--- src/sv/mrf_pkg.sv ---
// Package: shared types and constants for the mono raster fill unit.
package mrf_pkg;

   localparam int PanelWidth  = 200;
   localparam int PanelHeight = 200;
   localparam int StoreBytes  = 5000;
   localparam int RowBytes    = (PanelWidth + 7) / 8;
   localparam int AddrW       = 13;
   localparam int CoordW      = 12;

   typedef enum logic [2:0] {
      MODE_PIXEL = 3'd0,
      MODE_HLINE = 3'd1,
      MODE_VLINE = 3'd2,
      MODE_RECT  = 3'd3,
      MODE_FIND  = 3'd4,
      MODE_CLEAR = 3'd5
   } mode_type;

   typedef enum logic [1:0] {
      OP_FILL  = 2'd0,
      OP_FIND  = 2'd1,
      OP_CLEAR = 2'd2,
      OP_NONE  = 2'd3
   } op_type;

   // Classified command handed from front to back.
   typedef struct packed {
      op_type            op;
      logic              ink;
      logic [8:0]        x0;     // first physical column
      logic [8:0]        x1;     // last physical column
      logic [8:0]        y0;     // first physical row
      logic [8:0]        y1;     // last physical row
      logic [AddrW-1:0]  from;
   } cmd_type;

   typedef struct packed {
      logic [AddrW-1:0] changed_count;
      logic             run_found;
      logic [AddrW-1:0] run_start;
      logic [AddrW-1:0] run_length;
   } rsp_type;

   typedef enum logic [2:0] {
      ST_IDLE,
      ST_INIT,
      ST_FILL_RD,
      ST_FILL_WR,
      ST_FIND,
      ST_CLEAR,
      ST_DONE
   } state_type;

endpackage

--- src/sv/mrf_req_if.sv ---
// Interface: request channel carrying one drawing or dirty-map command.
interface mrf_req_if;
   logic             valid;
   logic             ready;
   logic [2:0]       mode;
   logic signed [9:0] x_pos;
   logic signed [9:0] y_pos;
   logic signed [9:0] span_x;
   logic signed [9:0] span_y;
   logic             ink;
   logic [12:0]      run_from;
   modport source (output valid, mode, x_pos, y_pos, span_x, span_y, ink, run_from,
                   input ready);
   modport sink   (input valid, mode, x_pos, y_pos, span_x, span_y, ink, run_from,
                   output ready);
endinterface


--- src/sv/mrf_front.sv ---
// Front end: normalize, clip and rotate commands into physical rectangles.
module mrf_front (
   input  logic                  clock,
   input  logic                  reset,
   input  logic                  csr_we,
   input  logic [1:0]            csr_wdata,
   mrf_req_if.sink               req,
   output logic                  cmd_valid,
   input  logic                  cmd_ready,
   output mrf_pkg::cmd_type      cmd
);

   logic [1:0] rotation_ff;
   logic signed [mrf_pkg::CoordW-1:0] x, y, w, h, lw, lh, xa, ya, wa, ha;
   logic signed [mrf_pkg::CoordW-1:0] px, py, pw, ph;
   logic        empty;
   mrf_pkg::op_type op;
   mrf_pkg::cmd_type cmd_ff, cmd_in;
   logic cmd_valid_ff, cmd_valid_in;

   // Hold rotation register.
   always_ff @(posedge clock) begin
      if (reset) rotation_ff <= 2'd0;
      else if (csr_we) rotation_ff <= csr_wdata;
   end

   // Classify and clip.
   always_comb begin
      x = mrf_pkg::CoordW'(req.x_pos);
      y = mrf_pkg::CoordW'(req.y_pos);
      w = 12'sd1;
      h = 12'sd1;
      op = mrf_pkg::OP_NONE;
      unique case (req.mode)
         mrf_pkg::MODE_PIXEL: op = mrf_pkg::OP_FILL;
         mrf_pkg::MODE_HLINE: begin
            op = mrf_pkg::OP_FILL; w = mrf_pkg::CoordW'(req.span_x);
         end
         mrf_pkg::MODE_VLINE: begin
            op = mrf_pkg::OP_FILL; h = mrf_pkg::CoordW'(req.span_y);
         end
         mrf_pkg::MODE_RECT: begin
            op = mrf_pkg::OP_FILL;
            w = mrf_pkg::CoordW'(req.span_x);
            h = mrf_pkg::CoordW'(req.span_y);
         end
         mrf_pkg::MODE_FIND:  op = mrf_pkg::OP_FIND;
         mrf_pkg::MODE_CLEAR: op = mrf_pkg::OP_CLEAR;
         default:             op = mrf_pkg::OP_NONE;
      endcase
      lw = rotation_ff[0] ? 12'(mrf_pkg::PanelHeight) : 12'(mrf_pkg::PanelWidth);
      lh = rotation_ff[0] ? 12'(mrf_pkg::PanelWidth) : 12'(mrf_pkg::PanelHeight);
      xa = x; wa = w; ya = y; ha = h;
      if (wa < 0) begin wa = -wa; xa = xa - wa + 12'sd1; end
      if (ha < 0) begin ha = -ha; ya = ya - ha + 12'sd1; end
      if (xa < 0) begin wa = wa + xa; xa = '0; end
      if (ya < 0) begin ha = ha + ya; ya = '0; end
      if (xa + wa > lw) wa = lw - xa;
      if (ya + ha > lh) ha = lh - ya;
      empty = (wa <= 0) || (ha <= 0);
      px = xa; py = ya; pw = wa; ph = ha;
      case (rotation_ff)
         2'd1: begin
            px = 12'(mrf_pkg::PanelWidth) - ya - ha; py = xa; pw = ha; ph = wa;
         end
         2'd2: begin
            px = 12'(mrf_pkg::PanelWidth) - xa - wa;
            py = 12'(mrf_pkg::PanelHeight) - ya - ha;
         end
         2'd3: begin
            px = ya; py = 12'(mrf_pkg::PanelHeight) - xa - wa; pw = ha; ph = wa;
         end
         default: ;
      endcase
      if (op == mrf_pkg::OP_FILL && empty) op = mrf_pkg::OP_NONE;
      cmd_in.op   = op;
      cmd_in.ink  = req.ink;
      cmd_in.x0   = px[8:0];
      cmd_in.x1   = 9'(px + pw - 12'sd1);
      cmd_in.y0   = py[8:0];
      cmd_in.y1   = 9'(py + ph - 12'sd1);
      cmd_in.from = req.run_from;
   end

   // One-entry queue stage toward the back end.
   assign req.ready = !cmd_valid_ff || cmd_ready;
   always_comb begin
      cmd_valid_in = cmd_valid_ff;
      if (cmd_ready) cmd_valid_in = 1'b0;
      if (req.valid && req.ready) cmd_valid_in = 1'b1;
   end
   always_ff @(posedge clock) begin
      if (reset) cmd_valid_ff <= 1'b0;
      else cmd_valid_ff <= cmd_valid_in;
      if (req.valid && req.ready) cmd_ff <= cmd_in;
   end

   assign cmd_valid = cmd_valid_ff;
   assign cmd = cmd_ff;

   a_cmd_hold: assert property (@(posedge clock) disable iff (reset)
      cmd_valid && !cmd_ready |=> cmd_valid && $stable(cmd))
      else $error("queued command changed while stalled");
   a_no_fill_empty: assert property (@(posedge clock) disable iff (reset)
      cmd_valid && cmd.op == mrf_pkg::OP_FILL |-> cmd.x0 <= cmd.x1 && cmd.y0 <= cmd.y1)
      else $error("fill with empty extent");
   a_rot_hold: assert property (@(posedge clock) disable iff (reset)
      !csr_we |=> $stable(rotation_ff))
      else $error("rotation changed without write");
endmodule

--- src/flat_wrapper.sv ---
// flat-port wrapper written by rule: the top's interface ports become plain ports
module mrf_front_flat 
  (clock, reset, csr_we, csr_wdata, cmd_valid, cmd_ready, cmd, req_valid, req_mode, req_x_pos, req_y_pos, req_span_x, req_span_y, req_ink, req_run_from, req_ready);
  mrf_req_if req_i ();
  input  logic clock;
  input  logic reset;
  input  logic csr_we;
  input  logic [1:0] csr_wdata;
  output logic cmd_valid;
  input  logic cmd_ready;
  output mrf_pkg::cmd_type cmd;
  input wire logic [$bits(req_i.valid)-1:0] req_valid;
  input wire logic [$bits(req_i.mode)-1:0] req_mode;
  input wire logic [$bits(req_i.x_pos)-1:0] req_x_pos;
  input wire logic [$bits(req_i.y_pos)-1:0] req_y_pos;
  input wire logic [$bits(req_i.span_x)-1:0] req_span_x;
  input wire logic [$bits(req_i.span_y)-1:0] req_span_y;
  input wire logic [$bits(req_i.ink)-1:0] req_ink;
  input wire logic [$bits(req_i.run_from)-1:0] req_run_from;
  output wire logic [$bits(req_i.ready)-1:0] req_ready;
  assign req_i.valid = req_valid;
  assign req_i.mode = req_mode;
  assign req_i.x_pos = req_x_pos;
  assign req_i.y_pos = req_y_pos;
  assign req_i.span_x = req_span_x;
  assign req_i.span_y = req_span_y;
  assign req_i.ink = req_ink;
  assign req_i.run_from = req_run_from;
  assign req_ready = req_i.ready;
  mrf_front u_core (.clock(clock), .reset(reset), .csr_we(csr_we), .csr_wdata(csr_wdata), .req(req_i), .cmd_valid(cmd_valid), .cmd_ready(cmd_ready), .cmd(cmd));
endmodule
--- config.mk ---
export PLATFORM = sky130hd
export DESIGN_NAME = mrf_front_flat
export DESIGN_NICKNAME = d
export VERILOG_FILES = /design/src/sv/mrf_pkg.sv /design/src/sv/mrf_req_if.sv /design/src/sv/mrf_front.sv /design/src/flat_wrapper.sv
export SDC_FILE = /design/constraint.sdc
export NUM_CORES = 1
export LEC_CHECK = 0
export BUFFER_PORTS_ARGS = -buffer_cell sky130_fd_sc_hd__buf_2
export CORE_ASPECT_RATIO = 0.6
export CORE_MARGIN = 3
export CORE_UTILIZATION = 60
export CTS_BUF_LIST = sky130_fd_sc_hd__clkbuf_8
export DETAILED_ROUTE_END_ITERATION = 7
export GPL_TIMING_DRIVEN = 0
export HOLD_SLACK_MARGIN = 0.1
export PLACE_DENSITY = 0.82
export SYNTH_ARGS = -nofsm -noshare
export SYNTH_HDL_FRONTEND = slang
export SYNTH_SLANG_ARGS = --single-unit
--- constraint.sdc ---
create_clock -name clock -period 15 [get_ports clock]
set_input_delay 2.25 -clock clock [delete_from_list [all_inputs] [get_ports clock]]
set_output_delay 2.25 -clock clock [all_outputs]
set_load 0.01 [all_outputs]
Word level (Yosys, flattened, before mapping)
Cells that the tools add are included.

Add/sub/neg operators: 18. Multipliers: 0. Div/mod/pow operators: 0. $lt $le $gt $ge: 8. Equal/unequal tests: 8. Shift-type cells: 0. Muxes and demuxes: 19. Bitwise logic cells: 0. Reductions and logical operators: 12.

Operator list (count): $mux 12 (12); $pmux 9 s3 (2); $add 12x12->12 (4); $lt 12x1->1 const B (4); $add 12x2->12 const B (2); $gt 12x9->1 const B (2); $le 12x1->1 const B (2); $neg 12->12 (2); $sub 10x12->12 (2); $sub 9x12->12 const A (2); $add 9x9->9 (2); $mux 9 (2); $sub 9x2->9 const B (2); $sub 9x9->9 (2); $eq 3x2->1 const B (2); $eq 3x3->1 const B (2); $pmux 2 s3 (1); $reduce_or 2->1 (3); $eq 2x2->1 const B (2); $reduce_or 4->1 (1); $eq 3x1->1 const B (1); $logic_not 3->1 (1); $eq 2x1->1 const B (1); $logic_and 1x1->1 (2); other kinds (5) (7).

Register bits after elaboration: 55. Latch bits: 0. RAM bits: 0. Memory bits (read-only): 0. Input bits: 64. Output and inout bits: 54. Word-level logic and storage cells: 74. Memories: 0.

Longest topological paths before layout
Gate-level depths: netlist of run 1.

Depth after elaboration: 16. Mapped depth: 56. Depth with buffers taken out: 51.

Least setup slack after synthesis of run 1
No wires, ideal clock.

Kind: input port to flip-flop. From: input port req_mode[2]. To: register u_core.cmd_ff (netlist bit u_core.cmd[39]) (data pin). Library setup time: 261 ps. Arrival time: 12238 ps. Required time: 14739 ps. Path slack: 2501 ps. Stages: 53. Buffers on the path: 6. Cells stage by stage: clkbuf_1 -> nand2b_1 -> clkbuf_1 -> nor2_1 -> ha_1 -> clkbuf_1 -> inv_1 -> o311ai_0 -> nand2_1 -> ha_1 -> ha_1 -> o21a_1 -> and2_1 -> o31ai_1 -> ha_1 -> a21oi_1 -> o21ai_0 -> a21o_1 -> [... 17 more ...] -> maj3_1 -> o211a_1 -> a311oi_1 -> xnor2_1 -> o211ai_1 -> o21ai_0 -> o21ai_0 -> ha_1 -> inv_1 -> ha_1 -> a21oi_1 -> o21bai_1 -> a21oi_1 -> o21bai_1 -> a21oi_1 -> xor2_1 -> xnor2_1 -> xnor2_1.

RTL lines: from (decl) (line flat_wrapper.sv:13) `input wire logic [$bits(req_i.mode)-1:0] req_mode;`; to (signal assigned) (line mrf_front.sv:95) `if (req.valid && req.ready) cmd_ff <= cmd_in;`; to (decl) (line mrf_front.sv:18) `mrf_pkg::cmd_type cmd_ff, cmd_in;`.

==> results of run 1 <==
==> flip-flops by register name, indices dropped and copies added (netlist names) <==
name,cells
u_core.cmd_valid,1
u_core.cmd,52
u_core.rotation_ff,2
==> worst paths after layout <==
check                                                         from  depth (start not counted)                             to
worst max-delay path                                   req_mode[2]                         54       u_core.cmd[21]$_DFFE_PP_
worst min-delay path                 u_core.cmd_valid$_SDFFE_PP0P_                          2  u_core.cmd_valid$_SDFFE_PP0P_
worst max register to register  u_core.rotation_ff[1]$_SDFFE_PP0P_                         16       u_core.cmd[21]$_DFFE_PP_
worst min register to register       u_core.cmd_valid$_SDFFE_PP0P_                          2  u_core.cmd_valid$_SDFFE_PP0P_
==> power by group <==
part | switching [mW] | internal, mW | leakage, nW
sequential | 0.0100 | 0.233 | 0.532
combinational | 0.553 | 0.378 | 4.68
clock | 0.0637 | 0.0342 | 0.0489
==> worst max-delay path, delay by kind of cell <==
family / cells / cell delay, ns
AO/OA/AOI/OAI: 17 / 4.23
XOR/XNOR: 4 / 0.75
adder cells (fa/ha/maj): 9 / 2.51
buffers and inverters: 13 / 2.15
multiplexers: 1 / 0.30
AND/OR/NAND/NOR: 10 / 2.27
==> metal layers <==
metal / vias to the layer above / routed length (µm)
li1: 4983 / -
met1: 4808 / 14900
met2: 653 / 11100
met3: 33 / 4850
met4: 0 / 274
met5: - / 0
==> layout make-up <==
type	instances	area share, %
Buffer	44	1.75
Clock buffer	5	0.618
Clock inverter	3	0.202
Inverter	123	4.15
Multi-Input combinational cell	1087	70.8
Sequential cell	55	14.6
Tap cell	228	2.56
Timing Repair Buffer	116	5.35
==> cell usage in the layout, fill, tap and decap left out, drive strengths merged, types with 16 or more instances in the layout <==
cell    Yosys  final
nand2b     19     19
buf        15    130
a31oi      18     18
nand3      16     16
nand2     115    115
o21ai      73     73
a21o       26     26
xor2       41     41
nor3       30     30
nor2      136    136
xnor2      59     59
mux2i      29     29
inv       122    124
o21a       21     21
a21oi     108    108
clkbuf     30     35
edfxtp     52     52
o211ai     16     16
o21bai     17     17
ha        138    138
==> cell families after synthesis <==
group                      Yosys count
AOI/OAI and AO/OA                  373
xor gates and xnor gates           102
adders and majority gates          147
buffers and inverters              168
DFF                                 55
muxes                               47
and+or+nand+nor                    418
==> what timing repair did <==
item	4_1_cts	5_1_grt
hold buffers	0	0
setup buffers	0	0
endpoints found under the setup margin	0	5
gates resized for setup	0	22
==> out/qor.txt, run 1 <==
Syn Nets: 1,520
Async SR Flop Fraction: 0%
Top Ports: 118
vias in the first global route: 9,295
filler cell count: 1,437
worst skew pair latency: 0.36 ns
most used routing layer: met1
antenna-violating nets left: 0
first-pass GRT wire length: 49,200 µm
slowest cell delay on critical path: 0.77 ns
leading area contributor after synthesis: ha_1
Core ar.: 16,400 µm²
Hold Fails Final Rpt: 0
initial drt markers: 1,270
slew at the pin closest to its max-slew limit: 0.863 ns
Post-synth top cells: ha_1 (138), nor2_1 (136), inv_1 (120)
Routed WL per cell: 18.8 µm
Worst EP required: 15.12 ns
largest family of logic cells by synthesized area: compound AO/OA/AOI/OAI gates
peak supply drop: 68.8 µV
Area after DPL: 11,000 µm²
Rows: 36
Setup TNS Final: 0 ns
met1 usage in global routing: 52.5%
slew margin rel.: 42.4%
residual DRC count: 0
fmax: 69.6 MHz
Reg area: 1620 µm²
setup slack, reg-to-reg: 10.34 ns
Gate Count Post-Synth: 1,310
CTS tree: built
post-synthesis xor/xnor area fraction: 9.12%
most common cell in the netlist: ha_1
Syn Area/Cell: 7.72 µm²
Root Buffer: clkbuf_8
Global Route Usage Sum: 33.0%
HP Class: reg2reg
CTS clk-pin slew, worst paths: 0.14 ns
post-synthesis mux area share: 5.48%
layout cells sized above 1: 14.0%
final worst slack: 0.628 ns
initial core utilization: 61.8%
initial antenna violation count: 0
Yosys top cell area share: 17.1%
met2 Usage GRT: 42.5%
Post-synth EDFFs: 52
Crit Path Class: in2reg
final cell count without fillers: 1,661
startpoint types: input port
fin util: 68.1%
skew final: 0.0346 ns
Mapped Area: 10,100 µm²
total wire length: 31,200 µm
crit end category: register
total power: 1.27 mW
pre-CTS WS: -0.165 ns
GRT overflow: 0
Power per Cell Area: 114 nW/µm²
Max Cap Violations: 0
H-tree Lvls: 2
Vert. Die Dim: 107 µm
Buffers on Ports: 115
endpoints failing setup: 0
CP dominant cell by count: ha_1
DR pass1 iterations: 6
total die area: 18,500 µm²
largest net degree at the start of global routing: 33
Layout Nets: 1,642
Die X: 174 µm
Clock Path Buffers: 2
met3 Use GR: 11.7%
WP data arrival: 14.49 ns
Via density: 6.31
period utilization: 95.8%
dpl cells: 1,654
Syn-to-layout area delta: 10.2%
# diodes: 0
Max Transition Viols Final: 0
RePlAce Congestion: 0.985
warnings from Yosys: 0
post-synthesis adder-cell area fraction: 18.8%
Via Count: 10,500
Yosys cell types: 84
Finished Cell Area: 11,100 µm²
Main synth FF type: edfxtp_1
status: finished clean
Leakage: 5.26 nW
area of the multi-input gates: 7890 µm²
top post-synthesis cells by area: ha_1 (17%), edfxtp_1 (15%), a21oi_1 (5.2%)
Slowest cell on crit path: a221oi_1
hold slack final: 0.549 ns
Seq/Total Area, Yosys: 16.0%
maximum fanout along the worst path: 10
clock period minus worst slack: 14.37 ns
clock sink count: 55
FF+latch count, synth: 55
Synth Area in Compound Gates: 24.4%
post-DP HPWL: 26,000 µm
total CTS buffers: 5
simple-gate share of the synthesized area: 19.7%
Power figures use the tool's default switching activity.
==> run 2, diff against run 1 <==
--- a/config.mk
+++ b/config.mk
@@ -8,12 +8,12 @@
 export BUFFER_PORTS_ARGS = -buffer_cell sky130_fd_sc_hd__buf_2
 export CORE_ASPECT_RATIO = 0.6
 export CORE_MARGIN = 3
-export CORE_UTILIZATION = 60
+export CORE_UTILIZATION = 49
 export CTS_BUF_LIST = sky130_fd_sc_hd__clkbuf_8
 export DETAILED_ROUTE_END_ITERATION = 7
 export GPL_TIMING_DRIVEN = 0
 export HOLD_SLACK_MARGIN = 0.1
-export PLACE_DENSITY = 0.82
+export PLACE_DENSITY = 0.69
 export SYNTH_ARGS = -nofsm -noshare
 export SYNTH_HDL_FRONTEND = slang
 export SYNTH_SLANG_ARGS = --single-unit
==> run 2 against run 1 <==
Wire length is 2.9% higher. Global-route usage is 5.2 points lower. Clock-buffer cell count stayed put. Maximum frequency is 0.40% higher. Critical path type unchanged. Critical endpoint unchanged. Largest cell class unchanged.
==> out/qor.txt, run 2 (same netlist as run 1, synthesis figures left out) <==
pre-CTS WS: -0.325 ns (was -0.165 ns)
Via Count: 10,300 (was 10,500)
# diodes: 0 (unchanged)
Gate power share: 73.5% (was 73.2%)
# hold bufs at CTS: 0 (unchanged)
max reg flops: 52 (unchanged)
Global Route Usage Sum: 27.8% (was 33.0%)
skew final: 0.0313 ns (was 0.0346 ns)
H-tree Lvls: 2 (unchanged)
antenna-violating nets left: 0 (unchanged)
Root Buffer: clkbuf_8 (unchanged)
Slowest cell on crit path: or4_4 (was a221oi_1)
Top Ports: 118 (unchanged)
Hold Fails Final Rpt: 0 (unchanged)
Max Cap Violations: 0 (unchanged)
total power: 1.27 mW (about the same)
filler cell count: 1,974 (was 1,437)
Setup TNS Final: 0 ns (unchanged)
Worst EP required: 15.12 ns (about the same)
Reg area: 1620 µm² (unchanged)
Routed WL per cell: 18.8 µm (about the same)
vias in the first global route: 8,797 (was 9,295)
Buffers on Ports: 115 (unchanged)
GRT overflow: 0 (unchanged)
CP dominant cell by count: ha_1 (unchanged)
period utilization: 95.4% (was 95.8%)
met1 wire length: 16,700 µm (was 14,900 µm)
CP Launch Point: req_mode[2] (unchanged)
Clk pwr share: 7.3% (was 7.7%)
crit end category: register (unchanged)
routed wl met3: 4310 µm (was 4850 µm)
RSZ-0062 raised after global routing: no
initial core utilization: 50.2% (was 61.8%)
startpoint types: input port (unchanged)
peak supply drop: 73.2 µV (was 68.8 µV)
initial drt markers: 1,007 (was 1,270)
slew at the pin closest to its max-slew limit: 0.799 ns (was 0.863 ns)
most common cell after layout, fill and taps aside: ha_1 (unchanged)
cell depth of the worst flop-to-flop path: 16 (unchanged)
wire length on met2: 11,000 µm (was 11,100 µm)
total die area: 22,400 µm² (was 18,500 µm²)
final cell count without fillers: 1,707 (was 1,661)
CTS clk-pin slew, worst paths: 0.13 ns (was 0.14 ns)
status: finished clean (unchanged)
largest net degree at the start of global routing: 40 (was 33)
sequential fraction of design power: 19.2% (was 19.1%)
Leakage: 5.27 nW (was 5.26 nW)
WP data arrival: 14.43 ns (was 14.49 ns)
Syn-to-layout area delta: 11.2% (was 10.2%)
area of the multi-input gates: 7930 µm² (was 7890 µm²)
commonest cells after routing, fill and taps aside: ha_1 (137), nor2_1 (134), buf_2 (122) (was ha_1 (137), nor2_1 (135), buf_2 (122))
HP Class: reg2reg (unchanged)
dpl cells: 1,699 (was 1,654)
top layer in use: met4 (unchanged)
Net Sw Power: 0.623 mW (was 0.626 mW)
post-DP HPWL: 26,800 µm (was 26,000 µm)
endpoints failing setup: 0 (unchanged)
setup slack, reg-to-reg: 10.17 ns (was 10.34 ns)
crit path to: u_core.cmd[21]$_DFFE_PP_ (unchanged)
first-pass GRT wire length: 49,000 µm (was 49,200 µm)
Max Transition Viols Final: 0 (unchanged)
slowest cell delay on critical path: 0.55 ns (was 0.77 ns)
Largest Register: u_core.cmd (unchanged)
Crit Path Class: in2reg (unchanged)
Clock Path Buffers: 2 (unchanged)
worst skew pair latency: 0.35 ns (was 0.36 ns)
clock sink count: 55 (unchanged)
internal power: 0.645 mW (was 0.646 mW)
RePlAce Congestion: 0.950 (was 0.985)
Core ar.: 20,100 µm² (was 16,400 µm²)
RR Startpoint: u_core.rotation_ff[0]$_SDFFE_PP0P_ (was u_core.rotation_ff[1]$_SDFFE_PP0P_)
CTS tree: built (unchanged)
layout cells sized above 1: 14.3% (was 14.0%)
FF-to-FF End: u_core.cmd[21]$_DFFE_PP_ (unchanged)
Die X: 191 µm (was 174 µm)
hold slack final: 0.515 ns (was 0.549 ns)
Power per Cell Area: 113 nW/µm² (was 114 nW/µm²)
Vert. Die Dim: 117 µm (was 107 µm)
initial antenna violation count: 0 (unchanged)
DR pass1 iterations: 6 (unchanged)
Layout Nets: 1,643 (was 1,642)
clock period minus worst slack: 14.31 ns (was 14.37 ns)
final worst slack: 0.685 ns (was 0.628 ns)
Rows: 40 (was 36)
fmax: 69.9 MHz (was 69.6 MHz)
total wire length: 32,100 µm (was 31,200 µm)
switching fraction of total power: 49.1% (was 49.2%)
maximum fanout along the worst path: 10 (unchanged)
total CTS buffers: 5 (unchanged)
slew margin rel.: 46.2% (was 42.4%)
residual DRC count: 0 (unchanged)
Via density: 6.05 (was 6.31)
[run 2: through the flow]
| stage | area (µm²) | utilization, % |
|---|---|---|
| 6_report | 11200 | 55.9 |
| 5_1_grt | 11200 | 55.9 |
| 4_1_cts | 11100 | 55.4 |
| 3_5_place_dp | 11000 | 54.9 |
| 3_3_place_gp | 11000 | 54.8 |
| 2_1_floorplan | 10100 | - |
[run 2: worst min-delay path by stage]
| stage | from | to | cells past startpoint |
|---|---|---|---|
| 4_1_cts | u_core.cmd_valid$_SDFFE_PP0P_ | u_core.cmd_valid$_SDFFE_PP0P_ | 2 |
| 2_1_floorplan | u_core.cmd_valid$_SDFFE_PP0P_ | u_core.cmd_valid$_SDFFE_PP0P_ | 2 |
| 6_report | u_core.cmd_valid$_SDFFE_PP0P_ | u_core.cmd_valid$_SDFFE_PP0P_ | 2 |
| 3_5_place_dp | u_core.cmd_valid$_SDFFE_PP0P_ | u_core.cmd_valid$_SDFFE_PP0P_ | 2 |
| 5_1_grt | u_core.cmd_valid$_SDFFE_PP0P_ | u_core.cmd_valid$_SDFFE_PP0P_ | 2 |
| 3_3_place_gp | u_core.cmd_valid$_SDFFE_PP0P_ | u_core.cmd_valid$_SDFFE_PP0P_ | 2 |
[run 2: power by group through the flow]
stage                     clock, mW  sequential [mW]  combinational (mW)
final                        0.0925            0.243               0.932
after global routing         0.0996            0.246                1.03
after CTS                    0.0935            0.244               0.904
after detailed placement          0            0.246               0.895
after global placement            0            0.247               0.876
after floorplan                   0            0.265               0.640
[run 2: worst max-delay path, delay by kind of cell]
kind	cells	cell delay (ns)
buffers and inverters	10	2.11
adder cells (fa/ha/maj)	8	2.19
XOR/XNOR	3	0.52
multiplexers	3	0.87
AO/OA/AOI/OAI	16	3.65
AND/OR/NAND/NOR	11	2.74
[run 2: layout make-up]
cell class                 count  share of cell area (%)
buffer                        44                    1.74
clock buffer                   5                   0.612
clock inverter                 3                   0.178
inverter                     123                    4.11
multi-input combinational   1087                    70.5
sequential                    55                    14.4
tap                          273                    3.04
timing repair buffer         117                    5.36
[run 2: timing repair]
action | 4_1_cts | 5_1_grt
pin swaps | 0 | 1
setup endpoints to repair | 1 | 7
buffers inserted | 0 | 1
resized for setup | 1 | 27
[run 2: layer usage]
layer / vias up / GRT usage (%)
li1: 5009 / -
met1: 4753 / 47.1
met2: 554 / 33.9
met3: 14 / 8.13
met4: 0 / 2.20
met5: - / 0
